$ cat src/rtl/core/rgbb_pkg.sv
// Package for the RGBA window blur: sizes, command and state codes, and the
// command and status structs between controller and datapath. No dependencies.
`default_nettype none

package rgbb_pkg;

    localparam int FRAME_SIDE     = 64;
    localparam int MAX_RADIUS     = 7;
    localparam int COEF_FRAC_BITS = 16;

    localparam int COORD_W   = $clog2(FRAME_SIDE);
    localparam int SIDE_W    = COORD_W + 1;
    localparam int RAD_W     = 3;
    localparam int TAP_SIDE  = 2 * MAX_RADIUS + 1;
    localparam int TAP_COUNT = TAP_SIDE * TAP_SIDE;
    localparam int KW        = $clog2(TAP_SIDE);
    localparam int TAP_IDX_W = 8;
    localparam int COEF_W    = COEF_FRAC_BITS + 1;
    localparam int PIX_W     = 32;
    localparam int CH_W      = 8;
    localparam int CH_COUNT  = 4;
    localparam int PROD_W    = COEF_W + CH_W;
    localparam int ACC_W     = PROD_W + $clog2(TAP_COUNT);
    localparam int CMD_W     = 2;
    localparam int CFG_DATA_W = SIDE_W;

    typedef enum logic [CMD_W-1:0] {
        CMD_LOAD_COEF = 2'd0,
        CMD_LOAD_PIX  = 2'd1,
        CMD_READ      = 2'd2
    } t_cmd;

    typedef enum logic [0:0] {
        CFG_CANVAS_SIZE = 1'b0,
        CFG_BLUR_RADIUS = 1'b1
    } t_cfg_reg;

    typedef enum logic [1:0] {
        S_IDLE,
        S_RUN,
        S_DRAIN
    } t_state;

    typedef struct packed {
        logic                 start;
        logic                 tap_valid;
        logic [KW-1:0]        kx;
        logic [KW-1:0]        ky;
        logic [TAP_IDX_W-1:0] tap;
        logic                 finish;
    } t_dp_cmd;

    typedef struct packed {
        logic [RAD_W-1:0] radius;
        logic             pipe_busy;
        logic             out_free;
    } t_dp_status;

endpackage

`default_nettype wire

$ cat src/rtl/core/rgbb_ctrl.sv
// Controller of the blur block: state machine and window tap counters.
// Depends on rgbb_pkg; drives the datapath through t_dp_cmd.
`default_nettype none

module rgbb_ctrl (
    input  wire logic                       i_clk,
    input  wire logic                       i_rst_n,
    input  wire logic                       i_in_valid,
    input  wire logic [rgbb_pkg::CMD_W-1:0] i_in_command,
    input  rgbb_pkg::t_dp_status            i_status,
    output logic                            o_in_ready,
    output rgbb_pkg::t_dp_cmd               o_cmd
);
    import rgbb_pkg::*;

    t_state               r_state, n_state;
    logic [KW-1:0]        r_kx, n_kx;
    logic [KW-1:0]        r_ky, n_ky;
    logic [TAP_IDX_W-1:0] r_tap, n_tap;
    logic [KW-1:0]        last_k;
    logic                 accept;
    logic                 is_read;
    logic                 last_col;
    logic                 last_row;

    assign accept   = i_in_valid && (r_state == S_IDLE);
    assign is_read  = (t_cmd'(i_in_command) == CMD_READ);
    assign last_k   = KW'({i_status.radius, 1'b0});
    assign last_col = (r_kx == last_k);
    assign last_row = (r_ky == last_k);

    always_comb begin
        n_state = r_state;
        unique case (r_state)
            S_IDLE: begin
                if (accept && is_read) begin
                    n_state = S_RUN;
                end
            end
            S_RUN: begin
                if (last_col && last_row) begin
                    n_state = S_DRAIN;
                end
            end
            S_DRAIN: begin
                if (!i_status.pipe_busy && i_status.out_free) begin
                    n_state = S_IDLE;
                end
            end
            default: n_state = S_IDLE;
        endcase
    end

    always_comb begin
        o_in_ready      = (r_state == S_IDLE);
        o_cmd           = '0;
        o_cmd.kx        = r_kx;
        o_cmd.ky        = r_ky;
        o_cmd.tap       = r_tap;
        n_kx            = r_kx;
        n_ky            = r_ky;
        n_tap           = r_tap;
        unique case (r_state)
            S_IDLE: begin
                n_kx        = '0;
                n_ky        = '0;
                n_tap       = '0;
                o_cmd.start = accept && is_read;
            end
            S_RUN: begin
                o_cmd.tap_valid = 1'b1;
                n_tap           = r_tap + 1'b1;
                if (last_col) begin
                    n_kx = '0;
                    n_ky = r_ky + 1'b1;
                end else begin
                    n_kx = r_kx + 1'b1;
                end
            end
            S_DRAIN: begin
                o_cmd.finish = !i_status.pipe_busy && i_status.out_free;
            end
            default: begin
                o_cmd = o_cmd;
            end
        endcase
    end

    always_ff @(posedge i_clk) begin
        if (!i_rst_n) begin
            r_state <= S_IDLE;
            r_kx    <= '0;
            r_ky    <= '0;
            r_tap   <= '0;
        end else begin
            r_state <= n_state;
            r_kx    <= n_kx;
            r_ky    <= n_ky;
            r_tap   <= n_tap;
        end
    end

endmodule

`default_nettype wire

$ cat config.mk
export PLATFORM = sky130hd
export DESIGN_NAME = rgbb_ctrl
export DESIGN_NICKNAME = d
export VERILOG_FILES = /design/src/rtl/core/rgbb_pkg.sv /design/src/rtl/core/rgbb_ctrl.sv
export SDC_FILE = /design/constraint.sdc
export NUM_CORES = 1
export LEC_CHECK = 0
export ABC_AREA = 1
export BUFFER_PORTS_ARGS = -buffer_cell sky130_fd_sc_hd__buf_2
export CAP_MARGIN = 10
export CORE_MARGIN = 4
export CORE_UTILIZATION = 50
export DETAILED_ROUTE_END_ITERATION = 12
export GPL_TIMING_DRIVEN = 0
export PLACE_DENSITY = 0.77
export SYNTH_ARGS = -nofsm -noshare
export SYNTH_HDL_FRONTEND = slang
export SYNTH_SLANG_ARGS = --single-unit
$ cat constraint.sdc
create_clock -name i_clk -period 1.45 [get_ports i_clk]
set_clock_uncertainty 0.15 [all_clocks]
set_input_delay 0.145 -clock i_clk [delete_from_list [all_inputs] [get_ports i_clk]]
set_output_delay 0.145 -clock i_clk [all_outputs]
set_load 0.02 [all_outputs]
==> results of run 1 <==
==> worst paths after layout <==
kind	from	endpoint	slack (ns)	cells past startpoint
hold reg to reg	r_tap[1]	r_tap[1]	0.34	2
setup reg to reg	r_tap[0]	r_tap[6]	0.06	5
hold / removal	i_status[3]	r_state[1]	0.12	6
setup / recovery	r_state[1]	o_cmd[0]	0.03	4
==> per-layer routing <==
metal  vias to the layer above  part of all wire [%]  GRT usage, %
met4                         0                   1.8          9.96
li1                        611                     -             -
met2                        40                    49          35.5
met1                       529                    44          25.7
met3                         5                   5.9          2.49
met5                         -                     0             0
==> per-stage QoR <==
stage	hold slack [ns]	std cells	setup TNS, ns	utilization (%)	setup WS [ns]
global route	0.180	230	-0.0494	73.6	-0.0275
global placement	0.292	214	0	62.9	0.0773
finish	0.123	230	0	73.6	0.0272
CTS	0.128	223	0	69.0	0.0216
detailed placement	0.299	214	0	62.9	0.0475
floorplan	0.118	158	0	-	0.0140
==> power groups by stage <==
stage | clock network, W | registers (W) | logic [W]
6_report | 0.000324 | 0.000503 | 0.000136
5_1_grt | 0.000351 | 0.000504 | 0.000147
3_5_place_dp | 0 | 0.000517 | 0.000105
4_1_cts | 0.000325 | 0.000504 | 0.000119
3_3_place_gp | 0 | 0.000516 | 0.000103
2_1_floorplan | 0 | 0.000520 | 0.0000656
==> final cells by class <==
type | instances | area [µm²] | share of cell area, %
multi-input cells | 116 | 651 | 44.6
well taps | 27 | 33.8 | 2.32
clock buffers | 4 | 36.3 | 2.49
inverters | 22 | 92.6 | 6.35
plain buffers | 2 | 22.5 | 1.54
repair buffers | 41 | 249 | 17.1
flip-flops and latches | 18 | 374 | 25.6
==> synth_stat cells <==
cell                       count  area, µm²
sky130_fd_sc_hd__a21oi_1      16       80.1
sky130_fd_sc_hd__nand3b_1      2       15.0
sky130_fd_sc_hd__and3_1        1       6.26
sky130_fd_sc_hd__a221oi_2      1       15.0
sky130_fd_sc_hd__nand2_1      45        169
sky130_fd_sc_hd__nor3_2        1       10.0
sky130_fd_sc_hd__a21oi_2       1       8.76
sky130_fd_sc_hd__xnor2_1       1       8.76
sky130_fd_sc_hd__xor2_1        1       8.76
sky130_fd_sc_hd__nor2_1        7       26.3
sky130_fd_sc_hd__clkinv_1      1       3.75
sky130_fd_sc_hd__nand3_1      14       70.1
sky130_fd_sc_hd__nor2_2        4       25.0
sky130_fd_sc_hd__dfxtp_1      18        360
sky130_fd_sc_hd__buf_6         1       11.3
sky130_fd_sc_hd__o21ai_0       2       10.0
sky130_fd_sc_hd__nor3_1        6       30.0
sky130_fd_sc_hd__inv_2         5       18.8
sky130_fd_sc_hd__o211ai_1      1       7.51
sky130_fd_sc_hd__nand3_2       1       10.0
sky130_fd_sc_hd__ha_1          3       37.5
sky130_fd_sc_hd__nor3b_1       2       15.0
sky130_fd_sc_hd__nor4_1        1       6.26
sky130_fd_sc_hd__inv_1        16       60.1
sky130_fd_sc_hd__nor2_4        1       11.3
sky130_fd_sc_hd__o21ai_1       1       5.00
sky130_fd_sc_hd__nand4_1       4       25.0
sky130_fd_sc_hd__buf_4         1       7.51
==> sequential cells by signal (all words and copies together) (netlist names) <==
name and cells:
r_tap 8, r_kx 4, r_state 2, r_ky 4
==> critical path, stage by stage (launching register included) <==
cell and delay [ns]:
sky130_fd_sc_hd__dfxtp_4 0.41, sky130_fd_sc_hd__buf_6 0.13, sky130_fd_sc_hd__inv_8 0.04, sky130_fd_sc_hd__nor3_2 0.09, sky130_fd_sc_hd__buf_4 0.16
==> logic make-up (layout without fill, tap and decap cells) <==
group	after synthesis	after routing	synth area share, %
adder cells (fa/ha/maj)	3	3	3.53
XOR/XNOR	2	2	1.65
flip-flops	18	18	33.9
AND/OR/NAND/NOR	89	89	39.5
AO/OA/AOI/OAI	22	22	11.9
buffers and inverters	24	69	9.54
==> what timing repair did <==
| action | 4_1_cts | 5_1_grt |
|---|---|---|
| setup buffers | 4 | 7 |
| hold buffers | 1 | 0 |
| endpoints found under the setup margin | 3 | 12 |
| hold endpoints to repair | 5 | 0 |
| gates resized for setup | 15 | 13 |
| pin swaps | 1 | 3 |
==> results, run 1 <==
- Leaving out fill and tap cells, the most frequent cell in the layout is sky130_fd_sc_hd__nand2_1.
- The tree is rooted in a sky130_fd_sc_hd__clkbuf_4.
- Measured against its own limit, the worst slew margin works out to 81.3%.
- The number of DRC markers after the initial detailed-route iteration is 31.
- The maximum number of buffers from clock root to sink is 2.
- The worst path arrival time is about 1.1 ns.
- The horizontal die dimension is 54.1 µm.
- For this design the static power due to leakage is 0.647 nW.
- The clock slew at the register clock pins of the worst setup and hold paths is 0.10 ns.
- Once detail routing completed, the nets flagged for antenna violations numbered 0.
- The per-cell routed wire length is ~13 µm.
- In the synthesized netlist, the number of instances is 158.
- The H-tree depth is 1.
- Net switching is 26.7% of the power.
- Overall power consumption after layout is estimated at 0.000963 W.
- The flow ran to the end, and the final reports show no timing, DRC or antenna violations.
- The floorplan step defined a die boundary enclosing a little under 3000 µm².
- The kind of end point of the critical path is an output pin.
- The core region area is 1980 µm².
- After detailed routing, the number of remaining DRC violations is 0.
- The repair_antennas step left the layout with diodes totalling 0.
- The Yosys step of the flow raised 0 warnings.
- The signed area change from the synthesized netlist to the final layout is 37.3%.
- Per report_power, the clock group accounts for 33.7% of the total.
- The required time reported for the critical path endpoint is 1.15 ns.
- The highest ir drop seen on vdd is 609 µV.
- For this design the top-level I/O count stands at 30.
- The analysis attributes to net switching a power of 0.000257 W.
- The pin count of the biggest net entering global routing is 11.
- The count of pins over their slew limit came to 0.
- The number of nets handed over by synthesis was 171.
- The via count of the first global-routing pass is 976.
- The half-perimeter wire length after detailed placement is 1970 µm.
- The mapped netlist covers around 1100 µm².
- Combinational logic is responsible for 14.1% of the overall power.
- The first global-routing pass estimated 4300 µm of wire.
- The final critical delay including setup and external delays is 1.42 ns.
- The all-layer global routing usage is 20.8%.
- Once the floorplan was initialized, standard cells occupied a little over half of the core.
- The mean post-synth cell area is 6.72 µm².
- The number of antenna violations at the first check in global routing came to 0.
- The design internal power is 0.000706 W.
- The highest clock frequency the design can meet is 703 MHz.
- The sequential-to-total area share from yosys stat is about 34%.
- The area of all placed cells without fillers is 1460 µm².
- The number of port buffers is 29.
- At the end of routability-driven placement, the weighted congestion stood at between 0.7 and 0.8.
- The kind of launch point of the worst setup path is a flop.
- Sequential cells account for a little over half of the total power.
- The final hold violation count is 0.
- Setup violations remaining at the end of the flow were counted as 0.
- Dividing the final minimum period by the clock period gives 98.1%.
- The count of max-cap constraint violations is 0.
- Setup repair after global routing could not meet its margin everywhere.
- By startpoint and endpoint, the worst setup path is classified as flop to output pin.
- The total cell area at the placement stage is 1250 µm².
- The residual overflow from global routing is 0.
- The netlist uses 28 different library cells.
- Using the TritonRoute via totals, the vias-per-cell ratio works out to 5.15.
- TritonCTS built the clock tree.
- The overall routed net length is ~3000 µm.
- The total vias in the final route is 1,185.
- In the layout the commonest cells are 45 x sky130_fd_sc_hd__nand2_1, 26 x sky130_fd_sc_hd__buf_2, 16 x sky130_fd_sc_hd__a21oi_1, 15 x sky130_fd_sc_hd__inv_1, 14 x sky130_fd_sc_hd__nand3_1.
- In this run the vertical extent of the chip is 54.1 µm.
- The fraction of final layout cells with drive strength greater than 1 is 36.9%.
- The number of standard-cell rows in the floorplan is 16.
- Power spread over the standard cell area amounts to 660 nW/µm².
- The clock sink count is 18.
- In this run the worst hold path is classified as primary input to flop.
- The first-pass detailed-route iteration total is 4.
- The later-pin clock latency in the skew report is 0.31 ns.
- After filler insertion, the fill cell instance count of the layout stands at 161.
- At the end of the flow, the number of nets in the layout was 217.
- After synthesis the netlist holds a flip-flop and latch count of 18.
- Buffers inserted during clock tree synthesis total 3.
- The transition time at the pin with the least slew margin is approximately 0.28 ns.
- Of all nets on the critical path, the largest fanout is 7.
Power figures use the tool's default switching activity.
==> run 2, diff against run 1 <==
--- a/config.mk
+++ b/config.mk
@@ -5,14 +5,13 @@
 export SDC_FILE = /design/constraint.sdc
 export NUM_CORES = 1
 export LEC_CHECK = 0
-export ABC_AREA = 1
 export BUFFER_PORTS_ARGS = -buffer_cell sky130_fd_sc_hd__buf_2
 export CAP_MARGIN = 10
 export CORE_MARGIN = 4
-export CORE_UTILIZATION = 50
+export CORE_UTILIZATION = 48
 export DETAILED_ROUTE_END_ITERATION = 12
 export GPL_TIMING_DRIVEN = 0
-export PLACE_DENSITY = 0.77
+export PLACE_DENSITY = 0.76
 export SYNTH_ARGS = -nofsm -noshare
 export SYNTH_HDL_FRONTEND = slang
 export SYNTH_SLANG_ARGS = --single-unit
==> run 2 against run 1 <==
Effect of this change:
- the flow now finishes with violations (negative setup slack)
- total power down 0.48%
- first-iteration DRC count is 13% higher
- core utilization is 7.8 points higher
- area after synthesis decreased by 14%
- sequential power shrank 1%
- sequential cell count unchanged
- largest cell class unchanged
- clock power decreased by 3%
- setup slack lost 0.49 ns
- sequential share of layout area is 0.75 points higher
- clock-buffer cell count did not move
- design area fell by 1.5%
- global-route usage up 2.0 points
==> results, run 2 <==
- In the layout the commonest cells are 25 x sky130_fd_sc_hd__buf_2, 16 x sky130_fd_sc_hd__buf_4, 12 x sky130_fd_sc_hd__nor2_1, 11 x sky130_fd_sc_hd__dfxtp_1, 8 x sky130_fd_sc_hd__nand2_1.
- The total CTS buffers is 3 (unchanged).
- The maximum fanout along the worst path is 7 (unchanged).
- The half-perimeter wire length after detailed placement is 1620 µm (-18%).
- The die outline area is 2660 µm² (-9.0%).
- The Yosys warning count is 0 (unchanged).
- The count of max-cap constraint violations is 0 (unchanged).
- The total negative setup slack is -4.17 ns (-4.17 ns).
- STA classifies the critical path startpoint as a flop.
- More flip-flops sit in one register than any other, and that register is r_tap.
- The total power density per cell area is 667 nW/µm² (+1.1%).
- The largest registers in the layout are r_tap (8), r_kx (4), r_ky (4).
- The clock tree from TritonCTS is done.
- The H-tree depth is 1 (unchanged).
- Setup repair after global routing could not meet its margin everywhere.
- The worst setup path is captured at a flop.
- The async set or reset register ratio after synthesis came to 0% (unchanged).
- The total vias in the final route was 1,052 (-11%).
- The number of DRC markers after the initial detailed-route iteration is 35 (+13%).
- sky130_fd_sc_hd__dfxtp_1 takes more of the synthesized area than any other cell.
- CTS placed an instance of sky130_fd_sc_hd__clkbuf_4 at the clock tree root.
- The number of inserted diodes is 0 (unchanged).
- The worst hold slack after final layout is 0.112 ns (-0.0105 ns).
- The commonest cells after synthesis are 18 x sky130_fd_sc_hd__dfxtp_1, 14 x sky130_fd_sc_hd__nor2_1, 8 x sky130_fd_sc_hd__nand2_1.
- The signed area change from the synthesized netlist to the final layout is 57.5%.
- The number of setup violations in the final report is 15 (+15).
- The final hold violation count was 0 (unchanged).
- The switching part of the total is 25.3% (-1.4 points).
- The number of vias per cell is 5.81 (+13%).
- The required time reported for the critical path endpoint came to 1.53 ns (+0.38 ns).
- The net switching power was 0.000243 W (-5.7%).
- The number of buffers inserted by hold repair at cts is 0 (-1).
- The number of standard-cell rows in the floorplan is 15 (-1).
- The maximum number of buffers from clock root to sink is 2 (unchanged).
- The path category of the worst min-delay check is primary input to flop.
- The final critical delay including setup and external delays is 1.91 ns (+0.491 ns).
- The all-layer global routing usage is 22.8% (+2.0 points).
- After synthesis, the cell types taking the most area are sky130_fd_sc_hd__dfxtp_1 40%, sky130_fd_sc_hd__nor2_1 5.8%, sky130_fd_sc_hd__xnor2_1 4.8%, sky130_fd_sc_hd__xor2_1 4.8%, sky130_fd_sc_hd__ha_1 4.1%.
- The cell with the most instances after synthesis is sky130_fd_sc_hd__dfxtp_1.
- The number of unique standard cell types used by synthesis is 33 (+18%).
- The later-pin clock latency in the skew report was 0.30 ns (about the same).
- The overall routed net length is 3090 µm (+4.1%).
- The per-cell routed wire length came to 17.1 µm (+32%).
- The count of pins over their slew limit was 0 (unchanged).
- The first-pass detailed-route iteration total was 4 (unchanged).
- The number of antenna violations at the first check in global routing was 0 (unchanged).
- The initial standard-cell utilization of the core is 51.7% (-1.9 points).
- The global placement routability congestion is 0.798 (+5.5%).
- The post-route non-filler standard cell count is 181 (-21%).
- The highest ir drop seen on vdd is 615 µV (+1.0%).
- The sequential power share was 51.8% (-0.4 points).
- The final net count is 170 (-22%).
- The residual overflow from global routing is 0 (unchanged).
- The critical path is of the flop to flop type.
- The total DRC errors in the routed layout is 0 (unchanged).
- The sequential-to-total area share from yosys stat came to 39.5% (+5.6 points).
- The static leakage is 0.628 nW (-2.9%).
- The core region area is 1760 µm² (-11%).
- The transition time at the pin with the least slew margin is 0.719 ns (+0.440 ns).
- The synthesized netlist cell count was 108 (-32%).
- The most common cell after layout, fill and taps aside is sky130_fd_sc_hd__buf_2.
- The relative contribution of combinational cells to total power is 15.3% (+1.2 points).
- The clock slew at the register clock pins of the worst setup and hold paths is 0.11 ns (about the same).
- The mean post-synth cell area was 8.45 µm² (+26%).
- The pin count of the biggest net entering global routing is 11 (unchanged).
- The post-synthesis register bit count was 18 (unchanged).
- The count of antenna-violating nets left after detailed routing is 0 (unchanged).
- The clock sink count came to 18 (unchanged).
- The vertical extent of the die was 51.6 µm (-4.6%).
- The checks that failed: negative setup slack.
- The worst relative slew slack is 51.5% (-30 points).
- The clock network power share is 32.9% (-0.8 points).
- The highest clock frequency the design can meet was 522 MHz (-26%).
- The count of pins on the block boundary is 30 (unchanged).
- The flow ran to the end, but the final reports show violations.
- The horizontal die dimension is 51.6 µm (-4.6%).
- The fraction of the cycle the final worst path needs came to 132% (+34 points).
- The number of nets produced by synthesis is 121 (-29%).
- The fraction of final layout cells with drive strength greater than 1 was 48.7% (+12 points).
- The main flop type after synthesis is sky130_fd_sc_hd__dfxtp_1.
- The synthesized cell area was 912 µm² (-14%).
- The worst path arrival time is 2.00 ns (+0.87 ns).
- The design internal power is 0.000716 W (+1.4%).
- The number of port buffers is 28 (-3.4%).
- The flip-flop count of the largest register after layout is 8 (unchanged).
- The wire length of the first global-routing pass was 4440 µm (+3.2%).
- The instance count after placement with tap cells included is 161 (-25%).
- The post-placement worst setup slack is -0.497 ns (-0.545 ns).
- The area share of the leading cell type in the synthesized netlist is 39.5% (+5.6 points).
- The final setup slack of the worst path is -0.464 ns (-0.491 ns).
- The count of flip-flops with a built-in enable after synthesis is 0 (unchanged).
- The via count of the first global-routing pass is 906 (-7.2%).
[run 2: critical path: stages, from the launching register on]
cell and delay (ns):
sky130_fd_sc_hd__dfxtp_4 0.36, sky130_fd_sc_hd__xor2_1 0.14, sky130_fd_sc_hd__or4_4 0.52, sky130_fd_sc_hd__buf_8 0.15, sky130_fd_sc_hd__or4_4 0.41, sky130_fd_sc_hd__a31oi_1 0.13
[run 2: layer usage]
layer / GRT usage, % / vias to the layer above / wire [µm] / share of wire [%]
li1: - / 498 / - / -
met1: 28.8 / 482 / 1250 / 40
met2: 36.4 / 58 / 1440 / 46
met3: 4.58 / 14 / 274 / 8.9
met4: 11.8 / 0 / 130 / 4.2
met5: 0 / - / 0 / 0
[run 2: kinds of logic after synthesis]
| group | count (synthesis) | synth area share [%] |
|---|---|---|
| fa+ha+maj | 3 | 4.12 |
| compound gates | 20 | 14.7 |
| flops | 18 | 39.5 |
| buf+inv | 9 | 3.84 |
| xor+xnor | 10 | 9.60 |
| simple gates | 48 | 28.3 |
[run 2: what timing repair did]
action                                  4_1_cts  5_1_grt
buffers inserted                              5       11
cloned                                        0        1
gates resized for setup                      24       15
endpoints found under the setup margin       21       19
pin swaps                                     3        6
[run 2: worst paths after layout]
check	from	end	slack, ns	cells past startpoint
max	r_kx[1]	r_ky[3]	-0.46	5
max reg2reg	r_kx[1]	r_ky[3]	-0.46	5
min	i_rst_n	r_state[0]	0.11	3
min reg2reg	r_tap[7]	r_tap[7]	0.38	2
[run 2: power groups by stage]
stage	Combinational, W	Clock, W	Sequential [W]
after floorplan	0.0000492	0	0.000512
after global placement	0.0000825	0	0.000510
after detailed placement	0.0000848	0	0.000510
after CTS	0.000108	0.000322	0.000495
after global routing	0.000154	0.000347	0.000497
final	0.000146	0.000315	0.000497
[run 2: stage by stage]
step	util, %	power [W]	instance area, µm²
2_1_floorplan	-	0.000561	945
3_3_place_gp	63.3	0.000592	1120
3_5_place_dp	63.3	0.000595	1120
4_1_cts	72.4	0.000925	1280
5_1_grt	81.4	0.000998	1440
6_report	81.4	0.000958	1440
[run 2: area by class of cell]
cell class / instances / area, µm²
Tap cell: 25 / 31.3
Multi-Input combinational cell: 81 / 602
Clock buffer: 4 / 36.3
Timing Repair Buffer: 45 / 298
Fill cell: 122 / 328
Buffer: 5 / 73.8
Inverter: 3 / 16.3
Sequential cell: 18 / 379
==> run 3, diff against run 2 <==
--- a/config.mk
+++ b/config.mk
@@ -11,6 +11,7 @@
 export CORE_UTILIZATION = 48
 export DETAILED_ROUTE_END_ITERATION = 12
 export GPL_TIMING_DRIVEN = 0
+export MAX_ROUTING_LAYER = met4
 export PLACE_DENSITY = 0.76
 export SYNTH_ARGS = -nofsm -noshare
 export SYNTH_HDL_FRONTEND = slang
==> run 3 against run 2 <==
Effect of this change:
- the run still ends with negative setup slack left
- combinational power about the same
- highest routed layer unchanged
- setup slack about the same
- clock power up 4%
- via count decreased by 0.67%
- routed wire length is 0.23% lower
- first-iteration DRC count rose by 2.9%
- sequential power barely moved
==> results, run 3 (synthesis gave the netlist of run 2 again) <==
- The flow ran to the end, but the final reports show violations.
- The final reports fail on negative setup slack.
- The clock network power share is 33.7% (+0.8 points).
- The transition time at the pin with the least slew margin came to 0.747 ns (+0.0280 ns).
- The number of DRC markers after the initial detailed-route iteration came to 36 (+2.9%).
- The flip-flop count of the largest register after layout came to 8 (unchanged).
- The global placement routability congestion is 0.809 (+1.4%).
- TritonCTS built the clock tree.
- The per-cell routed wire length is 17.0 µm (-0.77%).
- The total power density per cell area was 674 nW/µm² (+0.97%).
- The die outline area came to 2660 µm² (unchanged).
- The final setup slack of the worst path is -0.464 ns (-0.000201 ns).
- The critical path class is flop to flop.
- The post-layout utilization of the core was 81.6% (+0.14 points).
- The length in cells of the worst reg-to-reg path is 5 (unchanged).
- The design internal power came to 0.000716 W (about the same).
- The total DRC errors in the routed layout is 0 (unchanged).
- The count of pins on the block boundary is 30 (unchanged).
- In the final layout, the registers with the most flip-flops are r_tap (8), r_kx (4), r_ky (4).
- The highest ir drop seen on vdd is 618 µV (+0.56%).
- The number of vias per cell is 5.74 (-1.2%).
- The number of buffers inserted by hold repair at cts is 0 (unchanged).
- The final critical delay including setup and external delays is 1.91 ns (+0.000201 ns).
- The area of all placed cells without fillers is 1440 µm² (+0.17%).
- Among all stages on the critical path, the largest delay is contributed by sky130_fd_sc_hd__or4_4.
- The total vias in the final route was 1,045 (-0.67%).
- The clock slew at the register clock pins of the worst setup and hold paths came to 0.11 ns (about the same).
- The post-route non-filler standard cell count is 182 (+0.55%).
- The count of antenna-violating nets left after detailed routing is 0 (unchanged).
- The later-pin clock latency in the skew report came to 0.30 ns (about the same).
- The worst hold path belongs to the class primary input to flop.
- The total CTS buffers was 3 (unchanged).
- The path with the worst hold slack has its endpoint at r_state[0].
- The static leakage came to 0.632 nW (+0.65%).
- The number of antenna violations at the first check in global routing is 0 (unchanged).
- The instance count after placement with tap cells included is 161 (unchanged).
- The highest clock frequency the design can meet is 522 MHz (about the same).
- The register name with the most flops is r_tap.
- The cell depth of the worst hold path is 3 (unchanged).
- The register-to-register setup slack is -0.46 ns (about the same).
- The wire length of the first global-routing pass came to 4440 µm (unchanged).
- The count of max-cap constraint violations was 0 (unchanged).
- The number of port buffers is 28 (unchanged).
- Traced cell by cell, the critical path runs through xor2_1 > or4_4 > buf_8 > or4_4 > a31oi_1.
- The core region area is 1760 µm² (unchanged).
- The vertical extent of the die came to 51.6 µm (unchanged).
- The count of pins over their slew limit is 0 (unchanged).
- The number of setup violations in the final report is 17 (+2).
- The fraction of final layout cells with drive strength greater than 1 is 48.4% (-0.31 points).
- The worst relative slew slack came to 49.7% (-1.9 points).
- The final hold violation count came to 0 (unchanged).
- The worst path arrival time is 2.00 ns (about the same).
- The residual overflow from global routing came to 0 (unchanged).
- The sequential power share was 51.2% (-0.6 points).
- The clock sink count came to 18 (unchanged).
- The maximum number of buffers from clock root to sink is 2 (unchanged).
- The end of the worst register-to-register path is r_ky[3].
- The first-pass detailed-route iteration total was 4 (unchanged).
- The fraction of the cycle the final worst path needs is 132% (about the same).
- The number of inserted diodes was 0 (unchanged).
- The kind of end point of the critical path is a flop.
- The number of standard-cell rows in the floorplan is 15 (unchanged).
- The switching part of the total came to 26.1% (+0.82 points).
- The pin count of the biggest net entering global routing was 11 (unchanged).
- The via count of the first global-routing pass is 908 (+0.22%).
- Setup repair after global routing could not meet its margin everywhere.
- Compared with the post-synthesis result, the final layout area differs by 57.8%.
- The maximum fanout along the worst path was 7 (unchanged).
- The startpoint of the lowest-slack hold path is i_rst_n.
- The kind of launch point of the worst setup path is a flop.
- The horizontal die dimension is 51.6 µm (unchanged).
- The overall routed net length is 3090 µm (-0.23%).
- The net switching power is 0.000254 W (+4.4%).
- The half-perimeter wire length after detailed placement is 1620 µm (unchanged).
- The cell occurring most often along the worst timing path is sky130_fd_sc_hd__or4_4.
- Leaving out fill and tap cells, the most frequent cell in the layout is sky130_fd_sc_hd__buf_2.
- The all-layer global routing usage is 23.4% (+0.59 points).
- The initial standard-cell utilization of the core is 51.7% (unchanged).
- Leaving out fill and tap cells, the most frequent cells in the layout are 25 x sky130_fd_sc_hd__buf_2, 17 x sky130_fd_sc_hd__buf_4, 12 x sky130_fd_sc_hd__nor2_1, 11 x sky130_fd_sc_hd__dfxtp_1, 8 x sky130_fd_sc_hd__nand2_1.
- The biggest cell delay along the critical path is 0.52 ns (about the same).
- The relative contribution of combinational cells to total power is 15.1% (-0.2 points).
- The final net count is 171 (+0.59%).
- The required time reported for the critical path endpoint is 1.54 ns (about the same).
- The overall power consumption was 0.000969 W (+1.1%).
- The H-tree depth is 1 (unchanged).
- The worst register-to-register path begins at r_kx[1].
- The cell sitting at the root of the clock tree is a sky130_fd_sc_hd__clkbuf_4.
- The total cell area at the placement stage is 1120 µm² (unchanged).
-- run 3: layout make-up --
cell class,count,area [µm²]
Tap cell,25,31.3
Clock buffer,4,36.3
Multi-Input combinational cell,81,597
Buffer,5,73.8
Timing Repair Buffer,46,305
Sequential cell,18,379
Inverter,3,16.3
Fill cell,121,325
-- run 3: power by group through the flow --
stage          registers [W]  clock network [W]  logic [W]
2_1_floorplan       0.000512                  0  0.0000492
3_3_place_gp        0.000510                  0  0.0000825
3_5_place_dp        0.000510                  0  0.0000848
4_1_cts             0.000495           0.000322   0.000108
5_1_grt             0.000497           0.000352   0.000153
6_report            0.000497           0.000327   0.000146
-- run 3: worst max path at each step --
stage / startpoint / endpoint / depth (start not counted)
2_1_floorplan: r_kx[1] / r_ky[3] / 5
3_3_place_gp: r_kx[1] / r_state[1] / 5
3_5_place_dp: r_kx[1] / r_state[1] / 5
4_1_cts: r_kx[1] / r_ky[3] / 5
5_1_grt: r_kx[1] / r_ky[3] / 5
6_report: r_kx[1] / r_ky[3] / 5
-- run 3: metrics by stage --
step	TNS [ns]	worst slack [ns]	hold slack [ns]
after floorplan	-3.27	-0.390	0.179
after global placement	-4.79	-0.476	0.345
after detailed placement	-5.34	-0.497	0.356
after CTS	-4.08	-0.455	0.0736
after global routing	-5.10	-0.505	0.139
final	-4.26	-0.464	0.0881
-- run 3: timing repair --
item,4_1_cts,5_1_grt
endpoints found under the hold margin,0,0
gates cloned,0,1
endpoints found under the setup margin,21,19
buffers inserted,5,12
pin swaps,3,6
resized for setup,24,14
-- run 3: worst max-delay path, delay by kind of cell, from the launching register on --
| family | cells | cell delay, ns |
|---|---|---|
| AO/OA/AOI/OAI | 1 | 0.13 |
| XOR/XNOR | 1 | 0.14 |
| flip-flops | 1 | 0.36 |
| buffers and inverters | 1 | 0.15 |
| AND/OR/NAND/NOR | 2 | 0.93 |
-- run 3: metal layers --
metal	GRT usage [%]	vias to the layer above	share of wire [%]
met5	-	-	0
met4	11.8	0	4.4
met3	4.01	16	7.8
met2	36.7	56	47
met1	29.0	476	40
li1	-	497	-
